===== config.mk =====
export PLATFORM = sky130hd
export DESIGN_NAME = round_robin_target_selector_flat
export DESIGN_NICKNAME = d
export VERILOG_FILES = /design/src/rtl/rrts_pkg.sv /design/src/rtl/rrts_if.sv /design/src/rtl/round_robin_target_selector.sv /design/src/flat_wrapper.sv
export SDC_FILE = /design/constraint.sdc
export NUM_CORES = 1
export LEC_CHECK = 0
export ABC_AREA = 1
export CORE_UTILIZATION = 54
export CTS_CLUSTER_DIAMETER = 80
export DETAILED_ROUTE_END_ITERATION = 7
export DONT_BUFFER_PORTS = 1
export MAX_ROUTING_LAYER = met4
export PLACE_DENSITY_LB_ADDON = 0.1
export SYNTH_ARGS = -nofsm -noshare
export SYNTH_HDL_FRONTEND = slang
export SYNTH_SLANG_ARGS = --single-unit

===== constraint.sdc =====
create_clock -name clk_i -period 3.3 [get_ports clk_i]
set_input_delay 0.495 -clock clk_i [delete_from_list [all_inputs] [get_ports clk_i]]
set_output_delay 0.495 -clock clk_i [all_outputs]
set_load 0.02 [all_outputs]

===== src/rtl/rrts_pkg.sv =====
// ----------------------------------------------------------------------------
// rrts_pkg
// Shared sizes, codes and the fixed address map of the target selector.
// ----------------------------------------------------------------------------
package rrts_pkg;

  // Number of targets and derived widths
  localparam int TARGET_COUNT = 112;
  localparam int IDX_W        = 7;
  localparam int CNT_W        = $clog2(TARGET_COUNT + 1);
  localparam int NUM_W        = 8;
  localparam int ADDR_W       = 7;
  localparam int BYTE_W       = 8;

  localparam logic [ADDR_W-1:0] BASE_ADDRESS = 7'h08;

  // Request codes
  typedef enum logic [1:0] {
    REQ_SEND    = 2'd0,
    REQ_ENABLE  = 2'd1,
    REQ_DISABLE = 2'd2,
    REQ_QUERY   = 2'd3
  } req_e;

  // Result status codes
  typedef enum logic [1:0] {
    ST_OK           = 2'd0,
    ST_INVALID      = 2'd1,
    ST_NO_ACTIVE    = 2'd2,
    ST_CUR_DISABLED = 2'd3
  } status_e;

  // Bus address of a target: base plus index, wrapping in seven bits
  function automatic logic [ADDR_W-1:0] addr_of(input logic [IDX_W-1:0] idx);
    addr_of = BASE_ADDRESS + ADDR_W'(idx);
  endfunction

endpackage


===== src/rtl/rrts_if.sv =====
// ----------------------------------------------------------------------------
// rrts_req_if / rrts_rsp_if
// Valid/ready channels for requests into and results out of the selector.
// ----------------------------------------------------------------------------
interface rrts_req_if
  import rrts_pkg::*;
();
  logic             valid;
  logic             ready;
  logic [1:0]       req_type;
  logic [NUM_W-1:0] target_number;

  modport source  (output valid, output req_type, output target_number, input ready);
  modport sink    (input valid, input req_type, input target_number, output ready);
  modport monitor (input valid, input req_type, input target_number, input ready);
endinterface

interface rrts_rsp_if
  import rrts_pkg::*;
();
  logic              valid;
  logic              ready;
  logic [1:0]        status;
  logic [IDX_W-1:0]  chosen_index;
  logic [ADDR_W-1:0] chosen_address;
  logic [BYTE_W-1:0] address_byte;

  modport source  (output valid, output status, output chosen_index,
                   output chosen_address, output address_byte, input ready);
  modport sink    (input valid, input status, input chosen_index,
                   input chosen_address, input address_byte, output ready);
  modport monitor (input valid, input status, input chosen_index,
                   input chosen_address, input address_byte, input ready);
endinterface


===== src/rtl/round_robin_target_selector.sv =====
// ----------------------------------------------------------------------------
// round_robin_target_selector
// Round-robin choice of a bus target among those whose enable bit is set.
// ----------------------------------------------------------------------------
// One request is handled at a time. Enable, query and a disable that leaves
// the current target enabled go straight to the state that loads the result.
// Send, and a disable that leaves the current target disabled, run the
// pointer scan: one enable bit is checked per cycle by the shared increment
// and compare step, up to the next enabled target (at most TARGET_COUNT =
// 112 positions ahead, when none is enabled or only the current target is).
// The block is ready for the next request as soon as the result is loaded.
// A finished result waits in the output register; the block accepts the
// next request while it waits, but holds the following result until the
// register is free.
// ----------------------------------------------------------------------------
module round_robin_target_selector
  import rrts_pkg::*;
(
  input  logic        clk_i,
  input  logic        rst_ni,
  rrts_req_if.sink    req_i,
  rrts_rsp_if.source  rsp_o
);

  typedef enum logic [2:0] {
    S_IDLE = 3'b001,
    S_SCAN = 3'b010,
    S_DONE = 3'b100
  } state_e;

  localparam logic [IDX_W-1:0] LAST_IDX = IDX_W'(TARGET_COUNT - 1);
  localparam logic [CNT_W-1:0] LAST_CNT = CNT_W'(TARGET_COUNT - 1);
  localparam logic [NUM_W-1:0] NUM_MAX  = NUM_W'(TARGET_COUNT);

  state_e                  state_q, state_d;
  logic [TARGET_COUNT-1:0] en_q, en_d;
  logic [IDX_W-1:0]        ptr_q, ptr_d;
  logic [CNT_W-1:0]        cnt_q, cnt_d;
  logic                    send_q, send_d;
  status_e                 status_q, status_d;
  logic [IDX_W-1:0]        served_q, served_d;

  logic                    out_valid_q, out_valid_d;
  logic [1:0]              out_status_q, out_status_d;
  logic [IDX_W-1:0]        out_idx_q, out_idx_d;

  logic                    num_ok;
  logic [IDX_W-1:0]        num_idx;
  logic [IDX_W-1:0]        ptr_nxt;
  logic                    accept;
  logic [IDX_W-1:0]        res_idx;

  assign req_i.ready = (state_q == S_IDLE);
  assign accept      = req_i.valid && req_i.ready;

  // Decode the target number
  assign num_ok  = (req_i.target_number != '0) && (req_i.target_number <= NUM_MAX);
  assign num_idx = IDX_W'(req_i.target_number - NUM_W'(1));

  // Shared step: next position, wrapping
  assign ptr_nxt = (ptr_q == LAST_IDX) ? '0 : ptr_q + IDX_W'(1);

  assign res_idx = send_q ? served_q : ptr_q;

  // Sequencer
  always_comb begin
    state_d      = state_q;
    en_d         = en_q;
    ptr_d        = ptr_q;
    cnt_d        = cnt_q;
    send_d       = send_q;
    status_d     = status_q;
    served_d     = served_q;
    out_valid_d  = out_valid_q;
    out_status_d = out_status_q;
    out_idx_d    = out_idx_q;

    // Drop the result once taken
    if (out_valid_q && rsp_o.ready) begin
      out_valid_d = 1'b0;
    end

    unique case (state_q)
      S_IDLE: begin
        if (accept) begin
          status_d = ST_OK;
          send_d   = 1'b0;
          cnt_d    = '0;
          state_d  = S_DONE;
          case (req_i.req_type)
            REQ_SEND: begin
              send_d   = 1'b1;
              served_d = ptr_q;
              state_d  = S_SCAN;
            end
            REQ_ENABLE: begin
              if (num_ok) begin
                en_d[num_idx] = 1'b1;
              end else begin
                status_d = ST_INVALID;
              end
            end
            REQ_DISABLE: begin
              if (num_ok) begin
                en_d[num_idx] = 1'b0;
              end else begin
                status_d = ST_INVALID;
              end
              if (!en_d[ptr_q]) begin
                state_d = S_SCAN;
              end
            end
            default: begin
              if (!en_q[ptr_q]) begin
                status_d = ST_CUR_DISABLED;
              end
            end
          endcase
        end
      end
      S_SCAN: begin
        // Advance one candidate per cycle
        ptr_d = ptr_nxt;
        if (en_q[ptr_nxt]) begin
          state_d = S_DONE;
        end else if (cnt_q == LAST_CNT) begin
          if (status_q == ST_OK) begin
            status_d = ST_NO_ACTIVE;
          end
          state_d = S_DONE;
        end else begin
          cnt_d = cnt_q + CNT_W'(1);
        end
      end
      S_DONE: begin
        // Load the result once the output register is free
        if (!out_valid_q || rsp_o.ready) begin
          out_valid_d  = 1'b1;
          out_status_d = status_q;
          out_idx_d    = res_idx;
          state_d      = S_IDLE;
        end
      end
      default: begin
        state_d = S_IDLE;
      end
    endcase
  end

  // Control state
  always_ff @(posedge clk_i or negedge rst_ni) begin
    if (!rst_ni) begin
      state_q     <= S_IDLE;
      en_q        <= '1;
      ptr_q       <= '0;
      out_valid_q <= 1'b0;
    end else begin
      state_q     <= state_d;
      en_q        <= en_d;
      ptr_q       <= ptr_d;
      out_valid_q <= out_valid_d;
    end
  end

  // Payload and scratch registers
  always_ff @(posedge clk_i) begin
    cnt_q        <= cnt_d;
    send_q       <= send_d;
    status_q     <= status_d;
    served_q     <= served_d;
    out_status_q <= out_status_d;
    out_idx_q    <= out_idx_d;
  end

  // Output channel
  assign rsp_o.valid          = out_valid_q;
  assign rsp_o.status         = out_status_q;
  assign rsp_o.chosen_index   = out_idx_q;
  assign rsp_o.chosen_address = addr_of(out_idx_q);
  assign rsp_o.address_byte   = {addr_of(out_idx_q), 1'b0};

endmodule


===== src/flat_wrapper.sv =====
// flat-port wrapper written by rule: the top's interface ports become plain ports
module round_robin_target_selector_flat import rrts_pkg::*;
  (clk_i, rst_ni, req_i_valid, req_i_req_type, req_i_target_number, req_i_ready, rsp_o_valid, rsp_o_status, rsp_o_chosen_index, rsp_o_chosen_address, rsp_o_address_byte, rsp_o_ready);
  rrts_req_if req_i_i ();
  rrts_rsp_if rsp_o_i ();
  input  logic clk_i;
  input  logic rst_ni;
  input wire logic [$bits(req_i_i.valid)-1:0] req_i_valid;
  input wire logic [$bits(req_i_i.req_type)-1:0] req_i_req_type;
  input wire logic [$bits(req_i_i.target_number)-1:0] req_i_target_number;
  output wire logic [$bits(req_i_i.ready)-1:0] req_i_ready;
  output wire logic [$bits(rsp_o_i.valid)-1:0] rsp_o_valid;
  output wire logic [$bits(rsp_o_i.status)-1:0] rsp_o_status;
  output wire logic [$bits(rsp_o_i.chosen_index)-1:0] rsp_o_chosen_index;
  output wire logic [$bits(rsp_o_i.chosen_address)-1:0] rsp_o_chosen_address;
  output wire logic [$bits(rsp_o_i.address_byte)-1:0] rsp_o_address_byte;
  input wire logic [$bits(rsp_o_i.ready)-1:0] rsp_o_ready;
  assign req_i_i.valid = req_i_valid;
  assign req_i_i.req_type = req_i_req_type;
  assign req_i_i.target_number = req_i_target_number;
  assign req_i_ready = req_i_i.ready;
  assign rsp_o_valid = rsp_o_i.valid;
  assign rsp_o_status = rsp_o_i.status;
  assign rsp_o_chosen_index = rsp_o_i.chosen_index;
  assign rsp_o_chosen_address = rsp_o_i.chosen_address;
  assign rsp_o_address_byte = rsp_o_i.address_byte;
  assign rsp_o_i.ready = rsp_o_ready;
  round_robin_target_selector u_core (.clk_i(clk_i), .rst_ni(rst_ni), .req_i(req_i_i), .rsp_o(rsp_o_i));
endmodule

==> impl_metrics.py <==
metrics = {
    "status": {
        "status": "finished clean",
    },
    "worst_setup_path": {
        "end_kind": "flop",
        "worst_path_largest_cell_delay_ns": 0.46,
        "crit_type": "flop to flop",
        "cp_max_fo": 50,
        "cpMaxStageDelayCell": "dfrtp_4",
        "r2r_start": "u_core.ptr_q[0]",
        "start_kind": "flop",
        "required_ns": 3.42,
        "crit_top_cell": "nand2_1",
        "crit_chain": "ha_1 > nand2_1 > nor2_1 > nand3_2 > nand2_4 > buf_12 > a21oi_1 > o21ai_0 > a31oi_1 > nor2_1 > nand2_1 > nand2_1 > a21oi_1 > nor3_1",
        "crit-reg2reg-capture": "u_core.status_q[0]",
        "worstPathArrival_ns": 3.15,
        "r2r_slack_ns": 0.28,
        "rr_worst_depth": 14,
    },
    "floorplan": {
        "die_height_um": 147,
        "die_x_um": 147,
        "die_area_um2": 21700,
        "io_pins": 40,
        "core_um2": 20500,
        "fp-row-count": 52,
        "start_util": 0.557,
    },
    "drt": {
        "finalWirelength_mm": 41.8,
        "drc": 0,
        "dr.pass1.iters": 6,
        "num_vias": 12435,
        "wl_per_cell_um": 21.8,
        "avgViaCountPerCell": 6.48,
        "postRouteAntennaNets": 0,
        "drt_iter0_markers": 1622,
    },
    "synth": {
        "syn_area_per_cell_um2": 6.87,
        "ys_types": 44,
        "synth-async-reset-ratio": 0.826,
        "syn_area_um2": 11400,
        "ys_ff_latch": 149,
        "synth.net_count": 1684,
        "yosys_most_used_dff": "dfstp_2",
        "synth_warnings": 0,
        "synth_cells": 1661,
        "seq_area_frac_synth": 0.350,
        "synth_edf_count": 26,
    },
    "worst_hold_path": {
        "hold_class": "input port to asynchronous set/reset pin",
    },
    "layout": {
        "post-route-util": 0.611,
        "fin_area_um2": 12500,
        "drive_gt1_frac": 0.168,
        "final_common_cell": "nand2_1",
        "layout.cells.non_filler": 1919,
        "diodes": 0,
        "nNetsFinal": 1659,
        "final_cell_mix": "369 x nand2_1, 256 x nand3_1, 181 x o21ai_0",
        "areaGrowthSynthToFinish_pct": 9.67,
    },
    "pwr": {
        "power_mw": 9.77,
        "power_density_nw_per_um2": 781,
        "cellLeakagePower_nw": 5.33,
        "ir_drop_uv": 493,
    },
    "sta": {
        "setup_viol": 0,
        "slew_headroom": 0.368,
        "tns_ns": 0,
        "clock.fmax_mhz": 331,
        "tightest_slew_ns": 0.941,
        "min_period_ns": 3.02,
        "grt_setup_unrepaired": "false",
        "hold_viol_final": 0,
        "finalCritPeriodShare": 0.916,
        "finClkSkew_ns": 0.0101,
        "slew_viol_final": 0,
    },
    "placed_design": {
        "dp.cells": 1886,
        "placed_area_um2": 11900,
        "dp_hpwl_mm": 27.3,
        "place.gp.congestion": 0.989,
        "portBuffers": 0,
    },
    "job": {
        "cap_viol_max_count": 0,
    },
    "clock_network": {
        "htree_levels": 4,
        "clk_pin_slew_ns": 0.07,
        "clockBufferDepth": 2,
        "clock-sinks": 149,
        "clk_latency_ns": 0.45,
        "cts_root_buf": "clkbuf_16",
        "cts_resized": 0,
        "post-cts-setup-buffer-count": 0,
        "numCtsBuffers": 17,
        "cts_tree": "built",
    },
    "global_route": {
        "grt_pass1_wl_mm": 64.8,
        "grt_usage": 0.402,
        "grt_pass1_vias": 11495,
        "antenna_found_initial": 0,
        "grt_max_degree": 124,
        "grt_overflow": 0,
    },
}
-- critical path: cells and delay by family (launching register included) --
kind	cells	cell delay, ns
buf+inv	1	0.26
flops	1	0.46
fa+ha+maj	1	0.20
simple gates	8	1.11
compound gates	4	0.66
-- power breakdown --
part	internal, mW	switching, mW
sequential	2.18	0.229
combinational	1.66	3.72
clock	1.01	0.967
total	4.86	4.91
-- worst max-delay path by stage --
stage / end / slack [ns] / cells after the start / from
global route: u_core.cnt_q[5] / 0.13 / 14 / u_core.ptr_q[0]
CTS: u_core.cnt_q[4] / 0.33 / 16 / u_core.ptr_q[0]
global placement: u_core.state_q[2] / 0.23 / 25 / req_i_target_number[1]
finish: u_core.status_q[0] / 0.28 / 14 / u_core.ptr_q[0]
detailed placement: u_core.state_q[2] / 0.15 / 20 / req_i_target_number[1]
floorplan: u_core.state_q[2] / 0.63 / 23 / req_i_target_number[0]
-- synthesized netlist by cell type, types with 2 or more instances --
cell type	count	area, µm²
ha_1	9	113
nor2_1	105	394
o41ai_1	2	17.5
nor2_2	10	62.6
dfstp_2	113	2970
buf_6	5	56.3
inv_1	138	518
nand2_1	370	1390
a211oi_1	5	37.5
edfxtp_1	26	781
a221oi_1	3	26.3
a21oi_1	100	500
buf_1	11	41.3
nand3_1	256	1280
clkinv_1	5	18.8
xnor2_1	2	17.5
nand3_2	3	30.0
xor2_1	2	17.5
nand2_2	8	50.1
nand2_4	3	33.8
buf_4	20	150
o311ai_0	11	96.3
o21ai_0	182	911
inv_2	10	37.5
buf_2	33	165
o211ai_1	42	315
a31oi_1	3	18.8
o21ai_1	6	30.0
nor2_4	7	78.8
nor3_1	5	25.0
dfrtp_1	10	250
nand4_1	23	144
clkbuf_1	57	214
o31ai_1	34	255
o221ai_1	33	289
-- metrics by stage --
step / hold slack, ns / setup slack [ns]
finish: 0.0462 / 0.276
floorplan: 0.199 / 0.630
detailed placement: 0.207 / 0.147
global route: 0.0910 / 0.131
CTS: 0.0773 / 0.329
global placement: 0.209 / 0.227
-- what timing repair did --
item / CTS / global route
setup endpoints to repair: 0 / 0
hold buffers: 1 / 0
endpoints found under the hold margin: 123 / 0
-- area by class of cell --
| class | instances | area, µm² |
|---|---|---|
| flip-flops and latches | 149 | 4010 |
| inverters | 153 | 574 |
| well taps | 270 | 338 |
| repair buffers | 82 | 786 |
| clock buffers | 17 | 425 |
| multi-input cells | 1233 | 6220 |
| fillers | 1945 | 7980 |
| clock inverters | 15 | 164 |
-- flip-flops by register name (all words and copies together), names as in the netlist --
signal and flops:
u_core.cnt_q 7, u_core.en_q 112, u_core.ptr_q 7, u_core.rsp_o.chosen_index 7
u_core.rsp_o.status 2, u_core.rsp_o.valid 1, u_core.send_q 1, u_core.served_q 7
u_core.state_q 3, u_core.status_q 2
-- cells by family (layout without fill, tap and decap cells) --
logic type / count (synthesis) / in the layout / share of synthesized area
AND/OR/NAND/NOR: 794 / 794 / 0.309
other: 1 / 1 / 0.000329
AO/OA/AOI/OAI: 425 / 425 / 0.222
XOR/XNOR: 4 / 4 / 0.00307
adder cells (fa/ha/maj): 9 / 9 / 0.00987
flip-flops: 149 / 149 / 0.350
buffers and inverters: 279 / 267 / 0.105
-- metal layers --
metal  routed length, µm  share of wire  track usage
met1               16200           0.39        0.516
met2               18500           0.44        0.596
met3                5230           0.13       0.0948
met4                1870          0.045        0.194
met5                   0              0            -
(Power assumes the default switching activity.)
